==> config.mk <==
export PLATFORM = sky130hd
export DESIGN_NAME = loudest_sample_capture_report_flat
export DESIGN_NICKNAME = d
export VERILOG_FILES = /design/src/rtl/core/lscr_pkg.sv /design/src/rtl/core/lscr_if.sv /design/src/rtl/core/lscr_slots.sv /design/src/rtl/core/lscr_seq.sv /design/src/rtl/core/loudest_sample_capture_report.sv /design/src/flat_wrapper.sv
export SDC_FILE = /design/constraint.sdc
export NUM_CORES = 1
export LEC_CHECK = 0
export ABC_CLOCK_PERIOD_IN_PS = 8700
export BUFFER_PORTS_ARGS = -buffer_cell sky130_fd_sc_hd__buf_4
export CAP_MARGIN = 20
export CORE_UTILIZATION = 50
export CTS_BUF_LIST = sky130_fd_sc_hd__clkbuf_4 sky130_fd_sc_hd__clkbuf_8
export DETAILED_ROUTE_END_ITERATION = 10
export GPL_ROUTABILITY_DRIVEN = 0
export PLACE_DENSITY = 0.75
export SLEW_MARGIN = 20
export SYNTH_ARGS = -nofsm -noshare
export SYNTH_HDL_FRONTEND = slang
export SYNTH_HIERARCHICAL = 1
export SYNTH_SLANG_ARGS = --single-unit
==> constraint.sdc <==
create_clock -name clk -period 8.7 [get_ports clk]
set_input_delay 0.435 -clock clk [delete_from_list [all_inputs] [get_ports clk]]
set_output_delay 0.435 -clock clk [all_outputs]
set_load 0.1 [all_outputs]
==> src/rtl/core/lscr_pkg.sv <==
package lscr_pkg;

  localparam int VAL_W  = 10;
  localparam int ADDR_W = 3;

  localparam logic [1:0] CMD_SAMPLE = 2'd0;
  localparam logic [1:0] CMD_TICK   = 2'd1;
  localparam logic [1:0] CMD_SYNC   = 2'd2;

  // register index, taken from paddr[2]
  localparam logic REG_REPORT_SLOT = 1'b0;

  localparam logic [VAL_W-1:0] REPORT_SLOT_RESET = 10'd30;
  localparam logic [VAL_W-1:0] SYNC_TIME         = 10'd1;

  typedef enum logic [2:0] {
    ST_IDLE,
    ST_SORT,
    ST_SCAN,
    ST_PLACE,
    ST_REPORT_SORT,
    ST_EMIT,
    ST_HOLD
  } state_t;

  typedef enum logic [2:0] {
    OP_NONE,
    OP_SCAN_INIT,
    OP_SORT_STEP,
    OP_SCAN_STEP,
    OP_PLACE,
    OP_CLEAR
  } op_t;

  typedef struct packed {
    op_t  op;
    logic load_out;
  } ctl_t;

  typedef struct packed {
    logic gt;
    logic free_any;
    logic idx_valid;
    logic later_valid;
  } stat_t;

endpackage

==> src/rtl/core/lscr_if.sv <==
interface lscr_in_if;
  import lscr_pkg::*;
  logic             valid;
  logic             ready;
  logic [1:0]       command;
  logic [VAL_W-1:0] sample_level;

  modport source (output valid, command, sample_level, input ready);
  modport sink (input valid, command, sample_level, output ready);
endinterface

interface lscr_out_if;
  import lscr_pkg::*;
  logic             valid;
  logic             ready;
  logic [VAL_W-1:0] peak_level;
  logic [VAL_W-1:0] capture_time;
  logic             last_of_burst;

  modport source (output valid, peak_level, capture_time, last_of_burst, input ready);
  modport sink (input valid, peak_level, capture_time, last_of_burst, output ready);
endinterface

==> src/rtl/core/lscr_slots.sv <==
module lscr_slots
  import lscr_pkg::*;
#(
  parameter int SLOTS = 4,
  localparam int IDX_W = $clog2(SLOTS)
) (
  input  logic             clk,
  input  logic             rst,
  input  ctl_t             ctl,
  input  logic [IDX_W-1:0] idx,
  input  logic [VAL_W-1:0] sample,
  input  logic [VAL_W-1:0] frame_time,
  output stat_t            stat,
  output logic [VAL_W-1:0] rd_level,
  output logic [VAL_W-1:0] rd_time
);

  logic [VAL_W-1:0] level [SLOTS];
  logic [VAL_W-1:0] stamp [SLOTS];
  logic [SLOTS-1:0] valid;
  logic [IDX_W-1:0] best;

  logic [IDX_W-1:0] idx_nx;
  logic [IDX_W-1:0] free_idx;
  logic             free_any;
  logic             later;
  logic [VAL_W-1:0] cmp_a;
  logic [VAL_W-1:0] cmp_b;
  logic             gt;

  assign idx_nx = idx + IDX_W'(1);

  // shared comparator
  always_comb begin
    case (ctl.op)
      OP_SORT_STEP: begin
        cmp_a = stamp[idx];
        cmp_b = stamp[idx_nx];
      end
      OP_SCAN_STEP: begin
        cmp_a = level[best];
        cmp_b = level[idx];
      end
      OP_PLACE: begin
        cmp_a = sample;
        cmp_b = level[best];
      end
      default: begin
        cmp_a = '0;
        cmp_b = '0;
      end
    endcase
  end

  assign gt = cmp_a > cmp_b;

  always_comb begin
    free_any = 1'b0;
    free_idx = '0;
    for (int i = SLOTS - 1; i >= 0; i--) begin
      if (!valid[i]) begin
        free_any = 1'b1;
        free_idx = IDX_W'(i);
      end
    end
  end

  always_comb begin
    later = 1'b0;
    for (int i = 0; i < SLOTS; i++) begin
      if (IDX_W'(i) > idx && valid[i]) begin
        later = 1'b1;
      end
    end
  end

  always_ff @(posedge clk) begin
    if (rst) begin
      valid <= '0;
      best  <= '0;
      for (int i = 0; i < SLOTS; i++) begin
        level[i] <= '0;
        stamp[i] <= '0;
      end
    end else begin
      case (ctl.op)
        OP_SCAN_INIT: begin
          best <= '0;
        end
        OP_SORT_STEP: begin
          if (gt) begin
            level[idx]    <= level[idx_nx];
            stamp[idx]    <= stamp[idx_nx];
            valid[idx]    <= valid[idx_nx];
            level[idx_nx] <= level[idx];
            stamp[idx_nx] <= stamp[idx];
            valid[idx_nx] <= valid[idx];
          end
        end
        OP_SCAN_STEP: begin
          if (gt) begin
            best <= idx;
          end
        end
        OP_PLACE: begin
          if (free_any) begin
            level[free_idx] <= sample;
            stamp[free_idx] <= frame_time;
            valid[free_idx] <= 1'b1;
          end else if (gt) begin
            level[best] <= sample;
            stamp[best] <= frame_time;
            valid[best] <= 1'b1;
          end
        end
        OP_CLEAR: begin
          level[idx] <= '0;
          stamp[idx] <= '0;
          valid[idx] <= 1'b0;
        end
        default: begin
        end
      endcase
    end
  end

  assign stat.gt          = gt;
  assign stat.free_any    = free_any;
  assign stat.idx_valid   = valid[idx];
  assign stat.later_valid = later;
  assign rd_level         = level[idx];
  assign rd_time          = stamp[idx];

endmodule

==> src/rtl/core/lscr_seq.sv <==
module lscr_seq
  import lscr_pkg::*;
#(
  parameter int SLOTS = 4,
  localparam int IDX_W = $clog2(SLOTS)
) (
  input  logic             clk,
  input  logic             rst,
  input  logic             in_accept,
  input  logic [1:0]       command,
  input  logic             out_accept,
  input  logic             report_hit,
  input  stat_t            stat,
  output ctl_t             ctl,
  output logic [IDX_W-1:0] idx,
  output logic             in_ready
);

  localparam logic [IDX_W-1:0] LAST_IDX = IDX_W'(SLOTS - 1);
  localparam logic [IDX_W-1:0] LAST_CMP = IDX_W'(SLOTS - 2);

  state_t           state;
  state_t           state_next;
  logic [IDX_W-1:0] k;
  logic [IDX_W-1:0] pass;
  logic             pass_end;
  logic             sort_end;
  logic             start;

  assign pass_end = (k == LAST_CMP - pass);
  assign sort_end = pass_end && (pass == LAST_CMP);
  assign start    = in_accept && (command == CMD_SAMPLE);

  always_comb begin
    state_next = state;
    case (state)
      ST_IDLE: begin
        if (start) begin
          state_next = ST_SORT;
        end
      end
      ST_SORT: begin
        if (sort_end) begin
          state_next = stat.free_any ? ST_PLACE : ST_SCAN;
        end
      end
      ST_SCAN: begin
        if (k == LAST_IDX) begin
          state_next = ST_PLACE;
        end
      end
      ST_PLACE: begin
        state_next = report_hit ? ST_REPORT_SORT : ST_IDLE;
      end
      ST_REPORT_SORT: begin
        if (sort_end) begin
          state_next = ST_EMIT;
        end
      end
      ST_EMIT: begin
        if (stat.idx_valid) begin
          state_next = ST_HOLD;
        end else if (k == LAST_IDX) begin
          state_next = ST_IDLE;
        end
      end
      ST_HOLD: begin
        if (out_accept) begin
          state_next = (k == LAST_IDX) ? ST_IDLE : ST_EMIT;
        end
      end
      default: begin
        state_next = ST_IDLE;
      end
    endcase
  end

  always_comb begin
    ctl.op       = OP_NONE;
    ctl.load_out = 1'b0;
    in_ready     = 1'b0;
    case (state)
      ST_IDLE: begin
        in_ready = 1'b1;
        if (start) begin
          ctl.op = OP_SCAN_INIT;
        end
      end
      ST_SORT, ST_REPORT_SORT: begin
        ctl.op = OP_SORT_STEP;
      end
      ST_SCAN: begin
        ctl.op = OP_SCAN_STEP;
      end
      ST_PLACE: begin
        ctl.op = OP_PLACE;
      end
      ST_EMIT: begin
        if (stat.idx_valid) begin
          ctl.op       = OP_CLEAR;
          ctl.load_out = 1'b1;
        end
      end
      default: begin
      end
    endcase
  end

  always_ff @(posedge clk) begin
    if (rst) begin
      state <= ST_IDLE;
      k     <= '0;
      pass  <= '0;
    end else begin
      state <= state_next;
      case (state)
        ST_SORT, ST_REPORT_SORT: begin
          if (pass_end) begin
            pass <= pass + IDX_W'(1);
            k    <= (state == ST_SORT && sort_end) ? IDX_W'(1) : '0;
          end else begin
            k <= k + IDX_W'(1);
          end
        end
        ST_SCAN: begin
          k <= (k == LAST_IDX) ? '0 : k + IDX_W'(1);
        end
        ST_EMIT: begin
          if (!stat.idx_valid) begin
            k <= (k == LAST_IDX) ? '0 : k + IDX_W'(1);
          end
        end
        ST_HOLD: begin
          if (out_accept) begin
            k <= (k == LAST_IDX) ? '0 : k + IDX_W'(1);
          end
        end
        default: begin
          k    <= '0;
          pass <= '0;
        end
      endcase
    end
  end

  assign idx = k;

endmodule

==> src/rtl/core/loudest_sample_capture_report.sv <==
// Keeps the SLOTS loudest samples of a frame with their capture times and
// reports them, oldest first, after a sample taken while the frame counter
// equals report_slot. Ticks, syncs and unused commands are handled in idle.
// A sample takes SLOTS*(SLOTS-1)/2 sort steps, SLOTS-1 search steps more
// when all slots are full, and a place step; a report adds another
// SLOTS*(SLOTS-1)/2 sort steps, then emits each valid slot in turn and
// holds it until the output takes it. The single compare unit is used once
// per step for the bubble sort, the quietest-slot search and the replace
// decision. No request is taken while a sample or report is under way.
// report_slot is at byte address 0 of the register port.
module loudest_sample_capture_report
  import lscr_pkg::*;
#(
  parameter int SLOTS        = 4,
  parameter int FRAME_LENGTH = 1000
) (
  input  logic              clk,
  input  logic              rst,
  lscr_in_if.sink           sample_ch,
  lscr_out_if.source        report_ch,
  input  logic              psel,
  input  logic              penable,
  input  logic              pwrite,
  input  logic [ADDR_W-1:0] paddr,
  input  logic [31:0]       pwdata,
  output logic [31:0]       prdata,
  output logic              pready
);

  localparam int IDX_W = $clog2(SLOTS);
  localparam logic [VAL_W-1:0] FRAME_TOP = VAL_W'(FRAME_LENGTH);

  logic [VAL_W-1:0] report_slot;
  logic [VAL_W-1:0] frame_counter;
  logic [VAL_W-1:0] sample;
  logic             in_accept;
  logic             out_accept;
  ctl_t             ctl;
  stat_t            stat;
  logic [IDX_W-1:0] idx;
  logic [VAL_W-1:0] rd_level;
  logic [VAL_W-1:0] rd_time;
  logic             in_ready;
  logic             out_valid;

  assign in_accept  = sample_ch.valid && in_ready;
  assign out_accept = out_valid && report_ch.ready;

  assign pready = 1'b1;
  assign prdata = (paddr[2] == REG_REPORT_SLOT) ? 32'(report_slot) : '0;

  always_ff @(posedge clk) begin
    if (rst) begin
      report_slot <= REPORT_SLOT_RESET;
    end else if (psel && penable && pwrite && pready && paddr[2] == REG_REPORT_SLOT) begin
      report_slot <= pwdata[VAL_W-1:0];
    end
  end

  always_ff @(posedge clk) begin
    if (rst) begin
      frame_counter <= '0;
    end else if (in_accept) begin
      case (sample_ch.command)
        CMD_TICK: begin
          frame_counter <= (frame_counter < FRAME_TOP) ? frame_counter + VAL_W'(1) : '0;
        end
        CMD_SYNC: begin
          frame_counter <= SYNC_TIME;
        end
        default: begin
        end
      endcase
    end
  end

  always_ff @(posedge clk) begin
    if (in_accept) begin
      sample <= sample_ch.sample_level;
    end
  end

  lscr_seq #(.SLOTS(SLOTS)) u_seq (
    .clk        (clk),
    .rst        (rst),
    .in_accept  (in_accept),
    .command    (sample_ch.command),
    .out_accept (out_accept),
    .report_hit (frame_counter == report_slot),
    .stat       (stat),
    .ctl        (ctl),
    .idx        (idx),
    .in_ready   (in_ready)
  );

  lscr_slots #(.SLOTS(SLOTS)) u_slots (
    .clk        (clk),
    .rst        (rst),
    .ctl        (ctl),
    .idx        (idx),
    .sample     (sample),
    .frame_time (frame_counter),
    .stat       (stat),
    .rd_level   (rd_level),
    .rd_time    (rd_time)
  );

  always_ff @(posedge clk) begin
    if (rst) begin
      out_valid <= 1'b0;
    end else if (ctl.load_out) begin
      out_valid <= 1'b1;
    end else if (out_accept) begin
      out_valid <= 1'b0;
    end
  end

  always_ff @(posedge clk) begin
    if (ctl.load_out) begin
      report_ch.peak_level    <= rd_level;
      report_ch.capture_time  <= rd_time;
      report_ch.last_of_burst <= !stat.later_valid;
    end
  end

  assign sample_ch.ready = in_ready;
  assign report_ch.valid = out_valid;

endmodule

==> src/flat_wrapper.sv <==
// flat-port wrapper written by rule: the top's interface ports become plain ports
module loudest_sample_capture_report_flat import lscr_pkg::*;
#(
  parameter int SLOTS        = 4,
  parameter int FRAME_LENGTH = 1000
)
  (clk, rst, psel, penable, pwrite, paddr, pwdata, prdata, pready, sample_ch_valid, sample_ch_command, sample_ch_sample_level, sample_ch_ready, report_ch_valid, report_ch_peak_level, report_ch_capture_time, report_ch_last_of_burst, report_ch_ready);
  lscr_in_if sample_ch_i ();
  lscr_out_if report_ch_i ();
  input  logic clk;
  input  logic rst;
  input  logic psel;
  input  logic penable;
  input  logic pwrite;
  input  logic [ADDR_W-1:0] paddr;
  input  logic [31:0] pwdata;
  output logic [31:0] prdata;
  output logic pready;
  input wire logic [$bits(sample_ch_i.valid)-1:0] sample_ch_valid;
  input wire logic [$bits(sample_ch_i.command)-1:0] sample_ch_command;
  input wire logic [$bits(sample_ch_i.sample_level)-1:0] sample_ch_sample_level;
  output wire logic [$bits(sample_ch_i.ready)-1:0] sample_ch_ready;
  output wire logic [$bits(report_ch_i.valid)-1:0] report_ch_valid;
  output wire logic [$bits(report_ch_i.peak_level)-1:0] report_ch_peak_level;
  output wire logic [$bits(report_ch_i.capture_time)-1:0] report_ch_capture_time;
  output wire logic [$bits(report_ch_i.last_of_burst)-1:0] report_ch_last_of_burst;
  input wire logic [$bits(report_ch_i.ready)-1:0] report_ch_ready;
  assign sample_ch_i.valid = sample_ch_valid;
  assign sample_ch_i.command = sample_ch_command;
  assign sample_ch_i.sample_level = sample_ch_sample_level;
  assign sample_ch_ready = sample_ch_i.ready;
  assign report_ch_valid = report_ch_i.valid;
  assign report_ch_peak_level = report_ch_i.peak_level;
  assign report_ch_capture_time = report_ch_i.capture_time;
  assign report_ch_last_of_burst = report_ch_i.last_of_burst;
  assign report_ch_i.ready = report_ch_ready;
  loudest_sample_capture_report #(.SLOTS(SLOTS), .FRAME_LENGTH(FRAME_LENGTH)) u_core (.clk(clk), .rst(rst), .sample_ch(sample_ch_i), .report_ch(report_ch_i), .psel(psel), .penable(penable), .pwrite(pwrite), .paddr(paddr), .pwdata(pwdata), .prdata(prdata), .pready(pready));
endmodule
Yosys cells after proc, flatten, opt, wreduce, memory -nomap -nowiden:

Memories as Yosys holds them, arrays and structs flattened. A register that Yosys moved wholly into a read port is not among the register bits.
Cells that the tools add are included.

* register bits after elaboration: 65
* memory bits (writable): 80
* input bits: 54
* memories: 2
* word-level logic and storage cells: 219

* bitwise gates (word level): 8
* mux-type cells: 112
* reductions and logical operators: 39
* order comparisons: 14
* eq/ne operators: 28
* add/sub/neg operators: 4

Memory list
* u_core.u_slots.level: depth 4, bits a word 10, rd ports 3, clocked after Yosys merged registers in 2, write ports 4, line lscr_slots.sv:18 `logic [VAL_W-1:0] level [SLOTS];`
* u_core.u_slots.stamp: depth 4, bits a word 10, rd ports 2, clocked after Yosys merged registers in 1, write ports 4, line lscr_slots.sv:19 `logic [VAL_W-1:0] stamp [SLOTS];`

Operators with widths (number)
* $mux W10: 12
* $reduce_or A10 Y1: 8
* $pmux W10 S3: 2
* $mux W2: 24
* $mux W1: 46
* $mux W3: 9
* $pmux W3 S7: 1
* $pmux W10 S2: 1
* $logic_and A1 B1 Y1: 16
* $mux W4: 4
* $ne A2 B2 Y1 const B: 8
* $eq A3 B3 Y1 const B: 5
* $pmux W3 S5: 1
* $eq A3 B2 Y1 const B: 4
* $lt A2 B3 Y1 const B: 4
* $pmux W4 S3: 1
* $add A10 B1 Y10 const B: 1
* $eq A10 B10 Y1: 1
* $gt A10 B10 Y1: 1
* $lt A10 B10 Y1 const B: 1
* $bwmux W4: 2
* $demux W1 S2: 4
* $ge A2 B1 Y1 const B: 4
* $or A4 B4 Y4: 2
* 27 further kinds: 43

Longest topological paths before layout:

* depth in word-level cells: 18
* gate-level depth with buffers: 20
* mapped depth without buffers: 17

Modules after synthesis:

The synthesis kept the hierarchy.

Modules (own cells, without submodules)
* lscr_slots: times used 1, cells an instance 576, area an instance 6228.5 um^2
* loudest_sample_capture_report: times used 1, cells an instance 188, area an instance 2219.6 um^2
* lscr_seq: times used 1, cells an instance 78, area an instance 633.1 um^2

Least setup slack after synthesis:

Ideal clock, no wire load.

* kind: register to register
* start point: register u_core.u_seq.state[2]
* end point: memory u_core.u_slots.level[2][0] (enable)
* data arrival time: 7664 ps
* required time: 8275 ps
* setup time: 425 ps
* buffers on the path: 3
* cell stages (with the launch flop): 19
* clock period less this slack: 8089 ps
* path slack: 611 ps
* path through: dfxtp_1 buf_2 nor3_1 and2_1 nor3b_1 o21ai_0 nand2b_1 clkbuf_1 clkbuf_1 o21ai_0 a22o_1 ha_1 and4_1 o211ai_1 and3_4 nor3_4 a221oi_2 or2_2 o21ai_0

RTL lines
* start: declaration: line lscr_seq.sv:22 `state_t state;`
* start signal: assignment: line lscr_seq.sv:115 `state <= state_next;`
* end: declaration: line lscr_slots.sv:18

==> results_dict.tcl <==
set metrics [dict create \
    outcome "completed" \
    ir_worst_vdd_mv 0.161 \
    tns_ps 0 \
    avgSynthCellArea_um2 10.8 \
    drtAntennaViolNets 0 \
    totalWireLength_mm 23.4 \
    first_iter_violations 697 \
    utilization_pct 57.1 \
    cp-end-kind "flop" \
    cap_violations 0 \
    grt_pass1_wl_mm 36.2 \
    cts.sink_count 147 \
    drv_slew 0 \
    antenna_found_initial 0 \
    drt_first_pass_iters 5 \
    cp.arrival_ps 7610 \
    yosysWarnings 6 \
    path_cells "mux4_2 -> and4b_2 -> nand2b_1 -> buf_4 -> inv_1 -> nand2_1 -> a21oi_1 -> a21oi_1 -> ha_1 -> and4_1 -> nand4_1 -> o21ai_2 -> nor3_4 -> nand2_1 -> o211ai_1 -> buf_4 -> o22ai_1" \
    cts_hold_buf 0 \
    cts_tree "built" \
    dieArea_um2 18700 \
    cp.required_ps 8860 \
    die_w_um 137 \
    worstMarginPinSlew_ps 1050 \
    fin_skew_ps 17.3 \
    portBuffers 62 \
    row_count 48 \
    h-tree-depth 4 \
    via_count 7044 \
    dp_hpwl_mm 14.8 \
    first_global_vias 6648 \
    crit_family "simple AND/OR/NAND/NOR gates" \
    cts_buffers 17 \
    setup_viol 0 \
    max_stage_delay_ps 880 \
    grt_usage_pct 26.1 \
    cts_setup_buffers 0 \
    fin_crit_sh_pct 85.6 \
    synthCells 841 \
    period_needed_ps 7440 \
    initial_core_util_pct 51.7 \
    syn_to_final_growth_pct 10.4 \
    drc_errors 0 \
    rsz0062_at_grt "false" \
    clockRootBuffer "clkbuf_8" \
    grt_max_degree 71 \
    hp-class "in2reg" \
    die_h_um 137 \
    r2r_cells 17 \
    relSlewSlack_pct 29.9 \
    vias_per_cell 6.33 \
    leakage_nw 3.62 \
    overflow 0 \
    p_per_area_nw_per_um2 267 \
    finalHoldViolCount 0 \
    min_path_cells 1 \
    cp_max_fo 42 \
    cts.clk_slew.worst_paths_ps 90 \
    start_kind "flop" \
    cp_slowest_cell "dfxtp_1" \
    antenna_cells 0 \
    clock_path_buffers 2 \
    fmax_ghz 0.134 \
    clk_latency_ps 460 \
    cts_resized 0 \
    path_buf_inv 3 \
    crit_cells 17 \
    core_um2 17500 \
    ios 110 \
    final_nets 949 \
    syn-cell-area_um2 9070 \
    drive_gt1_share_pct 22.9 \
    wl_per_cell_um 21.0 \
    critical_path_class "reg2reg" \
]
-- worst paths after layout --
check / start / end / slack (ps)
hold / removal: sample_ch_sample_level[9] / u_core/sample[9] / 140
setup reg to reg: u_core/u_seq/idx[1] / u_core/u_slots/level[1][2] / 1260
hold reg to reg: u_core/u_slots/best[0] / flop / 480
setup / recovery: u_core/u_seq/idx[1] / u_core/u_slots/level[1][2] / 1260
-- worst register-to-register path, delay by kind of cell (launching register included) --
kind | cells | cell delay [ps]
mux | 1 | 480
simple gates | 7 | 3130
buf+inv | 3 | 1080
fa+ha+maj | 1 | 280
flops | 1 | 880
compound gates | 5 | 1300
-- per-stage QoR --
step	cells	power (mW)	setup slack (ps)	area (um^2)	hold WS [ps]
after global routing	1113	2.79	957	10000	113
after detailed placement	1081	2.08	1380	9590	463
after floorplan	862	1.81	611	9150	442
final	1113	2.67	1260	10000	142
after global placement	1081	2.06	1510	9590	455
after CTS	1113	2.66	1390	10000	127
-- layout by cell type (no fill, tap or decap), types with 23 or more instances in the layout --
master / instances
edfxtp_1: 111
nand2_1: 95
buf_4: 77
a21oi_1: 55
o21ai_0: 46
o22ai_1: 40
nor2_1: 36
dfxtp_1: 35
mux2i_1: 34
inv_1: 32
mux4_2: 32
conb_1: 23
-- registers in the layout (all words and copies together) (netlist names), named ones only --
register / cells
u_core/report_ch.last_of_burst: 1
u_core/u_seq/idx: 2
u_core/sample: 10
u_core/report_ch.valid: 1
u_core/report_slot: 10
u_core/report_ch.capture_time: 10
u_core/u_slots/best: 2
u_core/report_ch.peak_level: 10
u_core/u_seq/pass: 2
u_core/u_seq/state: 3
u_core/u_slots/stamp: 40
u_core/frame_counter: 10
u_core/u_slots/level: 40
-- layout make-up --
class	count	area, um^2
fill	1491	7520
multi-input combinational	600	4560
sequential	147	4060
timing repair buffer	77	578
tap	225	282
clock buffer	21	277
clock inverter	11	148
inverter	32	120
-- metal layers --
layer / part of all wire (%) / track usage, % / wire [um] / vias up
li1: - / - / - / 3218
met4: 2.6 / 9.57 / 611 / 0
met5: 0 / 0 / 0 / -
met3: 8.3 / 6.00 / 1950 / 43
met1: 41 / 34.2 / 9570 / 3444
met2: 48 / 42.2 / 11300 / 339
-- power by group --
group	internal, mW	total [mW]	switching, mW
registers	0.909	0.996	0.0872
clock network	0.308	0.579	0.271
logic	0.390	1.10	0.710
total	1.61	2.67	1.07
Power figures use the tool's default switching activity.
